[config.mk]
export PLATFORM = sky130hd
export DESIGN_NAME = tlik_sqrt
export DESIGN_NICKNAME = d
export VERILOG_FILES = /design/src/tlik_pkg.sv /design/src/tlik_sqrt.sv
export SDC_FILE = /design/constraint.sdc
export NUM_CORES = 1
export LEC_CHECK = 0
export BUFFER_PORTS_ARGS = -buffer_cell sky130_fd_sc_hd__buf_2
export CORE_UTILIZATION = 45
export DETAILED_ROUTE_END_ITERATION = 10
export PLACE_DENSITY_LB_ADDON = 0.08
export RECOVER_POWER = 25
export SLEW_MARGIN = 20
export SYNTH_ARGS = -nofsm -noshare
export SYNTH_HDL_FRONTEND = slang
export SYNTH_SLANG_ARGS = --single-unit
[constraint.sdc]
create_clock -name clk -period 17.8 [get_ports clk]
set_clock_uncertainty 0.1 [all_clocks]
set_input_delay 0.89 -clock clk [delete_from_list [all_inputs] [get_ports clk]]
set_output_delay 0.89 -clock clk [all_outputs]
set_load 0.01 [all_outputs]
[src/tlik_pkg.sv]
// shared types, constants and helper functions of the two-link arm solver
`default_nettype none
package tlik_pkg;

	localparam int Z_W = 34;
	localparam int SQ_SHIFT = 28;
	localparam logic signed [Z_W-1:0] HALF_PI_R = 34'sd1686629713;
	localparam logic [31:0] DEG_PER_RAD = 32'd3845054675;

	// configuration register indexes
	localparam logic [2:0] REG_UPPER_LINK = 3'd0;
	localparam logic [2:0] REG_LOWER_LINK = 3'd1;
	localparam logic [2:0] REG_BASE_ROT = 3'd2;
	localparam logic [2:0] REG_BASE_OFF = 3'd3;
	localparam logic [2:0] REG_SHOULDER_OFF = 3'd4;
	localparam logic [2:0] REG_ELBOW_OFF = 3'd5;

	localparam logic OP_SOLVE = 1'b0;
	localparam logic OP_LOAD = 1'b1;

	// operands of one vectoring run
	typedef struct packed {
		logic [63:0] ym;
		logic yneg;
		logic [63:0] xm;
		logic xneg;
	} vec_req_t;

	// arctangent of 2^-i in radians with 30 fraction bits
	function automatic logic signed [Z_W-1:0] arc(input logic [5:0] i);
		logic signed [Z_W-1:0] r;
		begin
			unique case (i)
				6'd0: r = 34'sd843314857;
				6'd1: r = 34'sd497837829;
				6'd2: r = 34'sd263043837;
				6'd3: r = 34'sd133525159;
				6'd4: r = 34'sd67021687;
				6'd5: r = 34'sd33543516;
				6'd6: r = 34'sd16775851;
				6'd7: r = 34'sd8388437;
				6'd8: r = 34'sd4194283;
				6'd9: r = 34'sd2097149;
				6'd10: r = 34'sd1048576;
				default: begin
					if (i <= 6'd30) r = 34'sd1 <<< (6'd30 - i);
					else r = '0;
				end
			endcase
			return r;
		end
	endfunction

	function automatic logic signed [31:0] sat32(input logic signed [65:0] v);
		if (v > 66'sd2147483647) return 32'sh7fffffff;
		else if (v < -66'sd2147483648) return 32'sh80000000;
		else return v[31:0];
	endfunction

endpackage
`default_nettype wire

[src/tlik_sqrt.sv]
// bit-serial integer square root, two radicand bits per cycle
`default_nettype none
module tlik_sqrt import tlik_pkg::*; (
	input wire logic clk,
	input wire logic arst_n,
	input wire logic start,
	input wire logic [63:0] radicand,
	output logic done,
	output logic [31:0] root
);
	logic busy_q, done_q;
	logic [4:0] cnt_q;
	logic [63:0] v_q, r_q, b_q, t;

	assign t = r_q + b_q;

	always_ff @(posedge clk or negedge arst_n) begin
		if (!arst_n) begin
			busy_q <= 1'b0;
			done_q <= 1'b0;
			cnt_q <= '0;
		end else begin
			done_q <= 1'b0;
			if (start) begin
				busy_q <= 1'b1;
				cnt_q <= '0;
			end else if (busy_q) begin
				cnt_q <= cnt_q + 5'd1;
				if (cnt_q == 5'd31) begin
					busy_q <= 1'b0;
					done_q <= 1'b1;
				end
			end
		end
	end

	always_ff @(posedge clk) begin
		if (start) begin
			v_q <= radicand;
			r_q <= '0;
			b_q <= 64'd1 << 62;
		end else if (busy_q) begin
			if (v_q >= t) begin
				v_q <= v_q - t;
				r_q <= (r_q >> 1) + b_q;
			end else begin
				r_q <= r_q >> 1;
			end
			b_q <= b_q >> 2;
		end
	end

	assign done = done_q;
	assign root = r_q[31:0];
endmodule
`default_nettype wire

### Word level (Yosys, flattened, before mapping)

Index checks and enable logic that the tools add are counted.

| storage, ports and cells | value |
|---|---|
| bits in registers | 167 |
| input bits | 67 |
| logic and storage cells | 27 |

| cells by class | value |
|---|---|
| add/sub/neg operators | 4 |
| $lt $le $gt $ge | 1 |
| equality and inequality tests | 1 |
| mux-type cells | 12 |
| reductions and logical operators | 3 |

Operators by type and width:

| operator | count |
|---|---|
| 64-bit 2-to-1 mux | 4 |
| 63-bit by 63-bit adder with 64-bit output | 1 |
| 64-bit by 63-bit adder with 64-bit output | 1 |
| 64-bit >= comparator | 1 |
| 64-bit subtractor | 1 |
| 5-bit 2-to-1 mux | 2 |
| 1-bit 2-to-1 mux | 6 |
| 5-bit by 1-bit adder with 5-bit output (second input constant) | 1 |
| 5-bit == test (second input constant) | 1 |
| 2-bit nonzero test | 2 |
| 2-bit AND reduction | 1 |

### Logic depth before layout (Yosys ltp)

| depth | value |
|---|---|
| depth after elaboration | 5 |
| gate-level depth with buffers | 25 |
| depth with buffers taken out | 21 |

### Worst setup path before layout

No wires, ideal clock.

| path | value |
|---|---|
| path type | register to register |
| from | register r_q[4] |
| to | register v_q[0] (enable) |
| library setup time | 0.574 ns |
| data arrival time | 9.065 ns |
| slack | 8.061 ns |
| stages on the path, launching flop included | 22 |
| path buffers | 4 |
| path through | dfxtp_1 > ha_1 > a21oi_1 > or4b_1 > a2111oi_2 > o21ai_0 > a211o_1 > a31oi_1 > o211a_1 > o21ai_1 > xor2_1 > ha_1 > clkbuf_1 > nand4_1 > nand3b_1 > nand3b_1 > nand3_1 > clkbuf_1 > nor2_2 > buf_2 > buf_2 > o21ai_0 |

| between the ends | value |
|---|---|
| longest elaborated chain between the ends | 4 |

Ends and longest elaborated chain:

| element | RTL line | text |
|---|---|---|
| start: declaration | tlik_sqrt.sv:13 | `logic [63:0] v_q, r_q, b_q, t;` |
| start signal: assignment | tlik_sqrt.sv:45 | `r_q <= (r_q >> 1) + b_q;` |
| start signal: assignment | tlik_sqrt.sv:47 | `r_q <= r_q >> 1;` |
| 64-bit by 63-bit adder with 64-bit output | tlik_sqrt.sv:15 | `assign t = r_q + b_q;` |
| 64-bit >= comparator | tlik_sqrt.sv:43 | `if (v_q >= t) begin` |
| 2-bit nonzero test (no source line) | -- |  |
| 2-bit AND reduction (no source line) | -- |  |
| end signal: assignment | tlik_sqrt.sv:39 | `v_q <= radicand;` |
| end signal: assignment | tlik_sqrt.sv:44 | `v_q <= v_q - t;` |
| end: declaration | tlik_sqrt.sv:13 |  |

No other way between the ends.
A chain may end at the register's enable or synchronous reset.

### Final worst setup path

| path | value |
|---|---|
| from | register r_q[2] |
| to | register v_q[48] (enable) |

The elaborated chain is that of the path after synthesis.

==> key figures <==
Detailed routing
  • 1st-iter DRT viols: 1522
  • DRC viols: 0
  • Routed length per instance: 21.0 um
  • Final ANT Viol Nets: 0
  • Detailed-route via count: 15900
  • DR pass1 iterations: 5
  • Via density: 6.32
  • WL final: 52900 um

Synthesis
  • Post-synthesis sequential area ratio: 24.8%
  • Mapped Area: 16200 um^2
  • Ys Warns: 0
  • Post-synthesis mux area share: 3.64%
  • Ys flop type: dfxtp_1
  • Fraction of registers with async set/reset: 4.19%
  • Synth Area in Simple Gates: 19.2%
  • Unique masters post-synth: 90
  • Largest family of logic cells by synthesized area: compound AO/OA/AOI/OAI gates
  • Xor/xnor share of the synthesized area: 7.63%
  • Synth Area in Compound Gates: 28.4%
  • Syn Area/Cell: 7.81 um^2
  • Number of synthesized flops with an enable pin: 64
  • Synth Register Bits: 167
  • Mapped Nets: 2272
  • Synth Area in Adders: 10.3%
  • Synth Instances: 2072

Clocking
  • CTS tree: done
  • Clock sinks: 167
  • # resized after CTS: 0
  • CTS Root Cell: clkbuf_16
  • H-Tree Depth: 4
  • Clock Latency Late Sink: 450 ps
  • CTS Buf Count: 17
  • Clock Tree Buf Depth: 2
  • Setup repair bufs after CTS: 0
  • CTS clk-pin slew, worst paths: 70 ps
  • Hold-fix buffers, CTS: 0

Floorplan
  • IO Count: 100
  • Core ar.: 35500 um^2
  • Starting Density: 45.6%
  • Die Ht: 192 um
  • Die span in x: 192 um
  • Die area: 36700 um^2
  • Core Rows: 69

Global routing
  • Total grt overflow: 0
  • Tot GR Track Use: 28.8%
  • Global-route wire length before repair: 82500 um
  • Vias in the first global route: 14600
  • Pin count of the biggest net entering global routing: 93
  • Initial antenna violation count: 0

Layout
  • Area Overhead vs Synth: 5.79%
  • Share of layout cells above drive strength 1: 7.43%
  • N_diodes: 0
  • Fill count: 3609
  • Fin nets: 2246
  • FF/Latch Area: 4020 um^2
  • Leading cell type in the layout, fill and taps excluded: nand2_1
  • Layout Cells excl Fill: 2520
  • Multi-input logic area: 11200 um^2
  • Commonest non-fill, non-tap cells in the layout: nand2_1, o21ai_0, nor2_1
  • Final core utilization: 48.2%

Worst hold path
  • Min-delay worst type: in2async

Setup path
  • Crit path max fanout: 61
  • Critical Path End Type: flop
  • Type of origin of the critical path: flop
  • Critical path data required time: 17770 ps
  • Critical path class: reg2reg
  • Worst EP arrival: 7670 ps

Outcome
  • Status: finished, violations left
  • Failing checks: max-capacitance violations, max-slew violations

Pwr
  • Total power draw: 0.00272 W
  • PD cells: 159 nW/um^2
  • Lkg Pwr: 6.69 nW
  • VDD IR max: 78.0 uV

Timing
  • Setup TNS: 0 ps
  • Max frequency: 130 MHz
  • Fin crit share: 43.3%
  • RSZ-0062 raised after global routing: false
  • Final hold violations: 0
  • Worst setup margin: 10090 ps
  • Final setup fails: 0
  • Tmin final: 7710 ps
  • Pin slew with the least headroom to its limit: 4380 ps
  • Slew HR: -192%
  • Fin. max-slew vios: 175

Placement
  • Port bufs: 99
  • Placed cell count: 2488
  • Gp weighted congestion: 0.986
  • Post-Place Worst Slack: 10240 ps
  • DPL Wire Length: 39800 um

Run
  • Max-capacitance violation count: 3
==> worst paths after layout <==
kind	from	end	slack (ps)	cells after the start
worst min register to register	r_q[0]	r_q[0]	420	2
worst max-delay path	r_q[2]	v_q[48]	10090	21
worst min-delay path	arst_n	cnt_q[2]	230	1
max in group asynchronous	arst_n	busy_q	17070	1
worst max register to register	r_q[2]	v_q[48]	10090	21
min in group clk	r_q[0]	r_q[0]	420	2
==> worst max-delay path: stages, from the launching register on <==
cell,delay [ps]
dfxtp_1,370
ha_1,370
a31oi_1,180
a2111oi_0,890
o21ai_0,380
nand3_1,240
a41oi_1,310
nor3_1,460
nor3_1,140
o31ai_1,260
xnor2_1,150
ha_1,460
nand2_1,160
nor2_1,240
nand3b_1,170
nand3b_1,240
a221oi_2,240
buf_4,370
nor2_2,120
buf_4,290
o21ai_4,270
buf_4,770
==> report_power, final <==
group          switching [W]  internal, W  leakage, nW
combinational        0.00106     0.000612         4.87
sequential          0.000110     0.000550         1.54
clock               0.000181     0.000203        0.285
total                0.00136      0.00136         6.69
==> cells by family (layout without fill, tap and decap cells) <==
| group | after synthesis | after routing |
|---|---|---|
| xor+xnor | 141 | 141 |
| simple gates | 666 | 666 |
| compound gates | 698 | 698 |
| mux | 58 | 58 |
| fa+ha+maj | 133 | 133 |
| flops | 167 | 167 |
| buf+inv | 209 | 196 |
==> metal layers <==
layer | up-vias | GRT usage [%] | routed length [um]
li1 | 7646 | - | -
met1 | 7610 | 41.9 | 25200
met2 | 599 | 44.4 | 23300
met3 | 64 | 3.31 | 3370
met4 | 0 | 8.00 | 1030
met5 | - | 0 | 0
==> synthesized netlist by cell type, types with 19 or more instances <==
| cell | instances | area, um^2 |
|---|---|---|
| nand2_1 | 229 | 860 |
| o21ai_0 | 197 | 986 |
| nor2_1 | 177 | 664 |
| ha_1 | 132 | 1650 |
| a21oi_1 | 123 | 616 |
| clkbuf_1 | 99 | 372 |
| dfxtp_1 | 96 | 1920 |
| xnor2_1 | 72 | 631 |
| xor2_1 | 69 | 604 |
| edfxtp_1 | 64 | 1920 |
| a31oi_1 | 59 | 369 |
| inv_1 | 54 | 203 |
| nand3_1 | 53 | 265 |
| nand4_1 | 52 | 325 |
| mux2i_1 | 51 | 510 |
| a21o_1 | 49 | 368 |
| a211oi_1 | 43 | 323 |
| nor3_1 | 37 | 185 |
| buf_4 | 36 | 270 |
| o21bai_1 | 28 | 210 |
| o31ai_1 | 24 | 180 |
| a311oi_1 | 19 | 166 |
| and3_1 | 19 | 119 |
==> through the flow <==
stage	hold slack, ps	area, um^2
2_1_floorplan	378	16200
3_3_place_gp	389	16600
3_5_place_dp	415	16600
4_1_cts	151	17200
5_1_grt	249	17100
6_report	229	17100
==> state kept, by name, summed over array words and instances, names as in the netlist <==
register,count
cnt_q,5
done,1
v_q,64
b_q,32
r_q,64
busy_q,1
==> final cells by class <==
cell class	count	share of cell area [%]
clock buffers	20	2.67
clock inverters	12	0.695
inverters	55	1.21
multi-input cells	1696	65.5
flip-flops and latches	167	23.5
well taps	461	3.37
repair buffers	109	3.05
(Power assumes the default switching activity.)
