==> src/tlik_pkg.sv <==
// shared types, constants and helper functions of the two-link arm solver
`default_nettype none
package tlik_pkg;

	localparam int Z_W = 34;
	localparam int SQ_SHIFT = 28;
	localparam logic signed [Z_W-1:0] HALF_PI_R = 34'sd1686629713;
	localparam logic [31:0] DEG_PER_RAD = 32'd3845054675;

	// configuration register indexes
	localparam logic [2:0] REG_UPPER_LINK = 3'd0;
	localparam logic [2:0] REG_LOWER_LINK = 3'd1;
	localparam logic [2:0] REG_BASE_ROT = 3'd2;
	localparam logic [2:0] REG_BASE_OFF = 3'd3;
	localparam logic [2:0] REG_SHOULDER_OFF = 3'd4;
	localparam logic [2:0] REG_ELBOW_OFF = 3'd5;

	localparam logic OP_SOLVE = 1'b0;
	localparam logic OP_LOAD = 1'b1;

	// operands of one vectoring run
	typedef struct packed {
		logic [63:0] ym;
		logic yneg;
		logic [63:0] xm;
		logic xneg;
	} vec_req_t;

	// arctangent of 2^-i in radians with 30 fraction bits
	function automatic logic signed [Z_W-1:0] arc(input logic [5:0] i);
		logic signed [Z_W-1:0] r;
		begin
			unique case (i)
				6'd0: r = 34'sd843314857;
				6'd1: r = 34'sd497837829;
				6'd2: r = 34'sd263043837;
				6'd3: r = 34'sd133525159;
				6'd4: r = 34'sd67021687;
				6'd5: r = 34'sd33543516;
				6'd6: r = 34'sd16775851;
				6'd7: r = 34'sd8388437;
				6'd8: r = 34'sd4194283;
				6'd9: r = 34'sd2097149;
				6'd10: r = 34'sd1048576;
				default: begin
					if (i <= 6'd30) r = 34'sd1 <<< (6'd30 - i);
					else r = '0;
				end
			endcase
			return r;
		end
	endfunction

	function automatic logic signed [31:0] sat32(input logic signed [65:0] v);
		if (v > 66'sd2147483647) return 32'sh7fffffff;
		else if (v < -66'sd2147483648) return 32'sh80000000;
		else return v[31:0];
	endfunction

endpackage
`default_nettype wire

==> src/tlik_cordic.sv <==
// iterative vectoring cordic giving atan2 in radians with 30 fraction bits
`default_nettype none
module tlik_cordic import tlik_pkg::*; #(
	parameter int STEPS = 20
) (
	input wire logic clk,
	input wire logic arst_n,
	input wire logic start,
	input wire vec_req_t req,
	output logic done,
	output logic signed [Z_W-1:0] angle
);
	localparam int CNT_W = (STEPS > 1) ? $clog2(STEPS) : 1;
	localparam logic [CNT_W-1:0] LAST = CNT_W'(STEPS - 1);
	localparam logic [1:0] C_IDLE = 2'd0;
	localparam logic [1:0] C_PRE = 2'd1;
	localparam logic [1:0] C_ITER = 2'd2;

	logic [1:0] st_q;
	logic [CNT_W-1:0] cnt_q;
	logic done_q;
	logic [63:0] xm_q, ym_q;
	logic xneg_q, yneg_q;
	logic signed [63:0] x_q, y_q, dx, dy;
	logic signed [Z_W-1:0] z_q;
	logic [5:0] idx;
	logic big;

	assign idx = 6'(cnt_q);
	assign dx = y_q >>> idx;
	assign dy = x_q >>> idx;
	assign big = (xm_q[63:60] != 4'd0) || (ym_q[63:60] != 4'd0);

	always_ff @(posedge clk or negedge arst_n) begin
		if (!arst_n) begin
			st_q <= C_IDLE;
			cnt_q <= '0;
			done_q <= 1'b0;
		end else begin
			done_q <= 1'b0;
			unique case (st_q)
				C_IDLE: if (start) st_q <= C_PRE;
				C_PRE: begin
					if (!big) begin
						cnt_q <= '0;
						if (xm_q == 64'd0 && ym_q == 64'd0) begin
							done_q <= 1'b1;
							st_q <= C_IDLE;
						end else begin
							st_q <= C_ITER;
						end
					end
				end
				C_ITER: begin
					cnt_q <= cnt_q + 1'b1;
					if (cnt_q == LAST) begin
						done_q <= 1'b1;
						st_q <= C_IDLE;
					end
				end
				default: st_q <= C_IDLE;
			endcase
		end
	end

	always_ff @(posedge clk) begin
		if (st_q == C_IDLE && start) begin
			xm_q <= req.xm;
			ym_q <= req.ym;
			xneg_q <= req.xneg;
			yneg_q <= req.yneg;
		end else if (st_q == C_PRE) begin
			if (big) begin
				xm_q <= xm_q >> 1;
				ym_q <= ym_q >> 1;
			end else if (xm_q == 64'd0 && ym_q == 64'd0) begin
				z_q <= '0;
			end else if (xneg_q && xm_q != 64'd0) begin
				// negative x: turn a quarter toward the right half plane
				x_q <= $signed(ym_q);
				if (yneg_q && ym_q != 64'd0) begin
					y_q <= -$signed(xm_q);
					z_q <= -HALF_PI_R;
				end else begin
					y_q <= $signed(xm_q);
					z_q <= HALF_PI_R;
				end
			end else begin
				x_q <= $signed(xm_q);
				y_q <= yneg_q ? -$signed(ym_q) : $signed(ym_q);
				z_q <= '0;
			end
		end else if (st_q == C_ITER) begin
			if (!y_q[63]) begin
				x_q <= x_q + dx;
				y_q <= y_q - dy;
				z_q <= z_q + arc(idx);
			end else begin
				x_q <= x_q - dx;
				y_q <= y_q + dy;
				z_q <= z_q - arc(idx);
			end
		end
	end

	assign done = done_q;
	assign angle = z_q;
endmodule
`default_nettype wire

==> config.mk <==
export PLATFORM = sky130hd
export DESIGN_NAME = tlik_cordic
export DESIGN_NICKNAME = d
export VERILOG_FILES = /design/src/tlik_pkg.sv /design/src/tlik_cordic.sv
export SDC_FILE = /design/constraint.sdc
export NUM_CORES = 2
export LEC_CHECK = 0
export ABC_CLOCK_PERIOD_IN_PS = 10080
export BUFFER_PORTS_ARGS = -buffer_cell sky130_fd_sc_hd__buf_2
export CAP_MARGIN = 30
export CORE_ASPECT_RATIO = 1.1
export CORE_MARGIN = 4
export CORE_UTILIZATION = 25
export DETAILED_ROUTE_END_ITERATION = 12
export PLACE_DENSITY = 0.46
export SYNTH_ARGS = -nofsm -noshare
export SYNTH_HDL_FRONTEND = slang
export SYNTH_SLANG_ARGS = --single-unit
==> constraint.sdc <==
create_clock -name clk -period 10.08 [get_ports clk]
set_clock_uncertainty 0.15 [all_clocks]
set_input_delay 1.512 -clock clk [delete_from_list [all_inputs] [get_ports clk]]
set_output_delay 1.512 -clock clk [all_outputs]
set_load 0.005 [all_outputs]
; Word-level counts from Yosys, hierarchy flattened
; Cells that the tools add are included.
[word_totals]
out_inout_bits = 35
ff_bits = 300
inputBits = 133
[classes]
n_reduce_logical = 21
bitwise_logic = 1
mux = 48
n_eq_ne = 17
n_lt_le_gt_ge = 1
shift = 3
n_addsub = 10
[op_table]
columns = op, count
row1 = 64-bit two-way mux, 20
row2 = 34-bit two-way mux, 16
row3 = 34-bit one-hot mux with 11 select lines, 1
row4 = 64-bit adder, 2
row5 = 64-bit zero test, 2
row6 = 64-bit negator, 2
row7 = 64-bit nonzero test, 2
row8 = 64-bit by 5-bit >>> shifter with 64-bit output, 2
row9 = 64-bit subtractor, 2
row10 = 34-bit adder, 1
row11 = "2-bit by 6-bit <<< shifter with 34-bit output, first input constant", 1
row12 = 34-bit subtractor, 1
row13 = "5-bit by 3-bit == test with 1-bit output, second input constant", 4
row14 = "5-bit by 4-bit == test with 1-bit output, second input constant", 3
row15 = "5-bit by 2-bit == test with 1-bit output, second input constant", 2
row16 = 5-bit one-hot mux with 2 select lines, 1
row17 = 2-bit two-way mux, 4
row18 = "2-bit inequality test, second input constant", 4
row19 = 4-bit nonzero test, 2
row20 = 6-bit zero test, 1
row21 = 2-bit one-hot mux with 3 select lines, 1
row22 = 3-bit AND reduction, 2
row23 = 2-bit nonzero test, 3
row24 = "5-bit by 5-bit subtractor with 6-bit output, first input constant", 1
row25 = 15 further kinds, 21

; Logic depth before layout (Yosys ltp)
[logic_depth]
word_depth = 12
depth_mapped = 35

; Worst setup path before layout
; Ideal clock, no wire load.
[synth_path]
kind = input to register
from = in start
to = reg x_q[0], enable pin
n_path_buf = 2
t_required_ps = 9313
setup_time_ps = 617
cell_stages = 5
slack_ps = 1879
arrival_time_ps = 7434
cell_sequence = nand2_1 -> inv_1 -> clkbuf_1 -> clkbuf_1 -> nor2_1
[synth_between]
elab_chain_cells = 3
[synth_rtl]
columns = item, line
row1 = "start, declared", tlik_cordic.sv:8  ; input wire logic start,
row2 = 1-bit logical AND, tlik_cordic.sv:67  ; if (st_q == C_IDLE && start) begin
row3 = 1-bit NOT (no line), --
row4 = 4-bit AND reduction (no line), --
row5 = "end signal, assigned", tlik_cordic.sv:80  ; x_q <= $signed(ym_q);
row6 = "end signal, assigned", tlik_cordic.sv:89  ; x_q <= $signed(xm_q);
row7 = "end signal, assigned", tlik_cordic.sv:95  ; x_q <= x_q + dx;
row8 = "end, declared", tlik_cordic.sv:24  ; logic signed [63:0] x_q, y_q, dx, dy;
; Every way passes these cells.
; A chain may end at the register's enable or synchronous reset.

; Worst setup path after layout
[layout_path]
from = reg cnt_q[1]
to = reg y_q[63] (data pin)
[layout_between]
elab_chain_cells = 5
elab_cells_between_ends = 6
classes_between = 2 x add/sub / 1 x shift / 3 x mux
[layout_rtl]
columns = item, line
row1 = "start, declared", tlik_cordic.sv:20  ; logic [CNT_W-1:0] cnt_q;
row2 = "start signal, assigned", tlik_cordic.sv:55  ; cnt_q <= cnt_q + 1'b1;
row3 = 64-bit by 5-bit >>> shifter with 64-bit output *, tlik_cordic.sv:31  ; assign dy = x_q >>> idx;
row4 = 64-bit subtractor / 64-bit adder (equally long branches), "tlik_cordic.sv:96, tlik_cordic.sv:100"
row5 = 64-bit two-way mux *, tlik_cordic.sv:94  ; if (!y_q[63]) begin
row6 = 64-bit two-way mux *, tlik_cordic.sv:93  ; end else if (st_q == C_ITER) begin
row7 = 64-bit two-way mux *, tlik_cordic.sv:72  ; end else if (st_q == C_PRE) begin
row8 = "end signal, assigned", tlik_cordic.sv:90  ; y_q <= yneg_q ? -$signed(ym_q) : $signed(ym_q);
row9 = "end signal, assigned", tlik_cordic.sv:96  ; y_q <= y_q - dy;
row10 = "end signal, assigned", tlik_cordic.sv:100  ; y_q <= y_q + dy;
row11 = "end, declared", tlik_cordic.sv:24
; Every way passes the cells marked *; elsewhere a longest branch is shown, timed or not. The select of a mux whose other input is x is not followed.

==> results.md <==
- The count of final max-slew check failures is 0.
- The min-delay analysis places its worst path in the category reg2reg.
- For this run, the top clock speed supported by timing is roughly 120 MHz.
- The detailed router's first-iteration violation count is ~4,200.
- Summing over every cut layer, the via total after detailed routing is 40,100.
- The tree is rooted in a clkbuf_16.
- Setup repair after global routing left no endpoint under its margin.
- After clock tree synthesis, the flow added hold-fix buffers numbering 0.
- The number of clock sinks seen by CTS is 300.
- After clock tree synthesis, the clock-pin slew on the worst setup and hold paths is 60 ps.
- The count of nets left with antenna violations once routing finished came out at 0.
- The global-route met1 utilization is approximately 28%.
- The switching portion of total power is approximately 52%.
- The largest vdd supply drop is around 0.00020 V.
- In this run the power density over the cells is 335 mW/mm2.
- The completed layout was analyzed and its total power is around 15 mW.
- The met2 track utilization from global routing is ~33%.
- The routed wire length per instance is ~27 um.
- The clock network latency to the later pin of the worst-skew pair is 650 ps.
- The largest single stage delay on the critical path is 760 ps.
- The clock buffer count from CTS is 42.
- Internal power comes to between 7 and 8 mW.
- The relative slew slack is 23.4%.
- After detailed routing, the number of remaining DRC violations is 0.
- In the final timing run, aggregate negative setup slack is 0 ps.
- The flow ran to the end, and the final reports show no timing, DRC or antenna violations.
- The largest net degree at the start of global routing is 162.
- The worst hold-check slack is approximately 480 ps.
- The post-CTS setup repair buffer count is 0.
- Counting flops with an async set or reset pin after synthesis yields a share of 2.67%.
- The length of the first detailed-routing pass in iterations is 6.
- The standard-cell row count is about 160.
- Synthesis instantiated just over 100 different standard cells from the library.
- The number of endpoints with negative hold slack in the final report is 0.
- Setup violations remaining at the end of the flow were counted as 0.
- The number of buffers and inverters on the critical path is 1.
- The core region area is 0.162 mm2.
- The sum of overflow across all layers after global routing is 0.
- The synthesized netlist cell count is roughly 4,700.
- The clock passes through at most 3 buffers.
- The routed wire length is 186 mm.
- In this run, flip-flops and latches consume 19.3% of the power.
- At the pin with the least slew margin, the transition time is around 1100 ps.
- Sequential cells were found to cover 22.0% of the synthesized design area.
- The switching power of the nets is 7.86 mW.
- Walking the worst path, the cells encountered are buf_4 > mux4_2 > mux2_2 > a22oi_1 > o211ai_1 > or3_1 > or4b_1 > or4_4 > nor4_2 > a31oi_1 > xnor2_1 > ha_1 > nand4_1 > or3_1 > nor4_1 > a21oi_1 > a21oi_1 > nand4_1 > a31oi_1 > a21oi_1 > a21oi_1 > xor2_1 > o21ai_1.
- The horizontal die dimension is between 300 and 400 um.
- The fraction of met3 tracks used by global routing is about 3.5%.
- For this run, the total global-route usage over all layers was measured as approximately a fifth.
- The type of destination of the critical path is a flop.
- The Yosys step of the flow raised 0 warnings.
- The synthesized design contains 292 enable-type register cells.
- The critical path data required time is 10,270 ps.
- The critical-path maximum fanout is 31.
- After clock tree synthesis, the repair step resized 0 gates.
- The area of the die is 0.170 mm2.
- The share of the cycle needed by the critical path after routing is a little under nine tenths.
- In this design, the critical path's most frequently occurring cell is a21oi_1.
- The sort of element at the start of the critical path is a flop.
- The total leakage power is between 15 and 20 nW.
- The congestion estimate from routability-driven global placement came to between 0.9 and 1.
- For this design the top-level I/O count stands at between 150 and 200.
- Relative to the synthesized area, the layout overhead comes to 10.9%.
- During placement, the flow inserted port buffers numbering between 150 and 200.
- The wire length of the first global-routing pass is about 270 mm.
- The chip height is 432 um.
- The final period demand of the worst path is about 8600 ps.
- The post-route netlist has around 17% of its cells at a drive strength greater than 1.
- The synthesized area per cell is roughly 8.6 um2.
- The cell family contributing the most delay on the critical path is simple AND/OR/NAND/NOR gates.
- The category of the critical setup timing path is reg2reg.
- The most used routing layer in global routing is met2.
- After legalization and detailed placement, the total HPWL measured about 140 mm.
- The number of maximum-capacitance constraint violations is 0.
- The part of the total power dissipated in combinational logic is a little over two thirds.
- The slowest library cell on the worst path is dfrtp_4.
- The net count after synthesis is a little over 5,000.
- The arrival time at the worst endpoint is between 8000 and 9000 ps.
- The CTS tree is done.
- The via count of the first global-routing pass is approximately 39,000.
- Per report_power, the clock group accounts for between 10% and 20% of the total.
- The number of H-tree levels is 2.
- The synthesized netlist occupies a cell area of 0.0408 mm2.
- The average vias per placed instance is roughly 5.8.
- The most used flip-flop cell after synthesis is edfxtp_1.
- The net count of the finished layout is between 5,000 and 6,000.
- The starting utilization of the core area is between 20% and 30%.
- Counting flops and latches in the post-synthesis netlist gives 300.
- The number of antenna violations at the first check in global routing is 6.
-- per-stage QoR --
stage,utilization (%),setup slack [ps],area (um2),std cells
final,27.9,1460,45200,6868
after global routing,27.9,853,45200,6867
after CTS,27.9,1460,45200,6867
after detailed placement,27.0,1530,43700,6792
after global placement,27.0,1550,43700,6791
after floorplan,-,1880,40800,4729
-- Yosys cell counts, types with 23 or more instances --
cell type / n / share of area [%]
o22ai_1: 50 / 0.77
o21bai_1: 25 / 0.46
clkbuf_1: 192 / 1.8
a31oi_1: 105 / 1.6
o211ai_1: 79 / 1.5
nand4_1: 42 / 0.64
mux2_2: 208 / 5.7
o41ai_1: 23 / 0.49
o21a_1: 35 / 0.64
a21o_1: 106 / 2.0
a22oi_1: 25 / 0.46
nor2_1: 322 / 3.0
or2_2: 31 / 0.48
xor2_1: 193 / 4.1
a21oi_1: 355 / 4.4
or3_1: 32 / 0.49
inv_1: 96 / 0.88
o31ai_1: 49 / 0.90
nor3_1: 73 / 0.90
ha_1: 172 / 5.3
a211oi_1: 42 / 0.77
and3_1: 38 / 0.58
xnor2_1: 210 / 4.5
nand2b_1: 39 / 0.60
nor4_1: 29 / 0.44
nand3_1: 72 / 0.88
nand2_1: 572 / 5.3
nor2b_1: 45 / 0.69
a221oi_1: 23 / 0.49
mux2i_1: 183 / 4.5
a21boi_0: 24 / 0.44
edfxtp_1: 292 / 21
mux4_2: 186 / 10
buf_1: 39 / 0.36
and2_1: 43 / 0.66
o21ai_0: 318 / 3.9
buf_2: 61 / 0.75
-- final cells by class --
cell class	count	area (um2)
Fill cell	17500	117000
Multi-Input combinational cell	4000	30000
Sequential cell	300	8990
Tap cell	2119	2650
Timing Repair Buffer	274	1740
Clock buffer	46	1090
Clock inverter	29	388
Inverter	99	380
Antenna cell	1	2.50
-- registers in the layout (all words and copies together), names as in the netlist --
signal  count
x_q        64
xm_q       64
y_q        64
ym_q       64
angle      34
cnt_q       5
st_q        2
done        1
xneg_q      1
yneg_q      1
-- power groups by stage --
stage	Sequential, mW	Combinational (mW)	Clock [mW]
3_5_place_dp	2.93	10.3	0
5_1_grt	2.98	11.5	1.76
4_1_cts	2.91	10.4	1.72
2_1_floorplan	2.63	7.51	0
6_report	2.92	10.5	1.67
3_3_place_gp	2.93	10.4	0
-- path summary, 6_finish.rpt --
kind                           from  endpoint  slack (ps)  cells after the start
min reg2reg                 st_q[1]   st_q[1]         480                      2
min in group asynchronous    arst_n  cnt_q[4]         630                      1
min                         st_q[1]   st_q[1]         480                      2
max reg2reg                cnt_q[1]   y_q[63]        1460                     23
max                        cnt_q[1]   y_q[63]        1460                     23
max in group asynchronous    arst_n  cnt_q[3]        8820                      1
-- tightest hold or removal path, delay by kind of cell (launching register included) --
family	cells	cell delay, ps
AOI/OAI and AO/OA	2	210
DFF	1	370
-- kinds of logic (layout without fill, tap and decap cells) --
kind of cell    Yosys count  after routing  synth area share, %
compound gates         1414           1414                 22.2
xor+xnor                403            403                 8.65
fa+ha+maj               175            175                 5.42
buf+inv                 429            448                 4.65
flops                   300            300                 22.0
mux                     577            577                 20.5
other cells               0              1                    0
simple gates           1431           1431                 16.6
-- metal layers --
metal | vias up | share of wire (%) | wire [um]
li1 | 18000 | - | -
met1 | 19800 | 43 | 79300
met2 | 1908 | 45 | 83200
met3 | 460 | 7.4 | 13700
met4 | 0 | 5.3 | 9810
met5 | - | 0 | 0
-- layout by cell type, fill, tap and decap left out, drive strengths merged, types with 42 or more instances in the layout --
cell and n:
a31oi 105, a21oi 355, buf 274, mux4 186, xor2 193, nand2 572
o31ai 49, o21ai 325, mux2i 183, edfxtp 292, nand3 73, clkbuf 46
mux2 208, a211oi 44, xnor2 210, inv 99, o211ai 79, ha 172
nand4 42, nor2b 45, and2 44, nor3 74, o22ai 50, nor2 324
a21o 106
No activity file was read; power rests on OpenSTA's default activity.
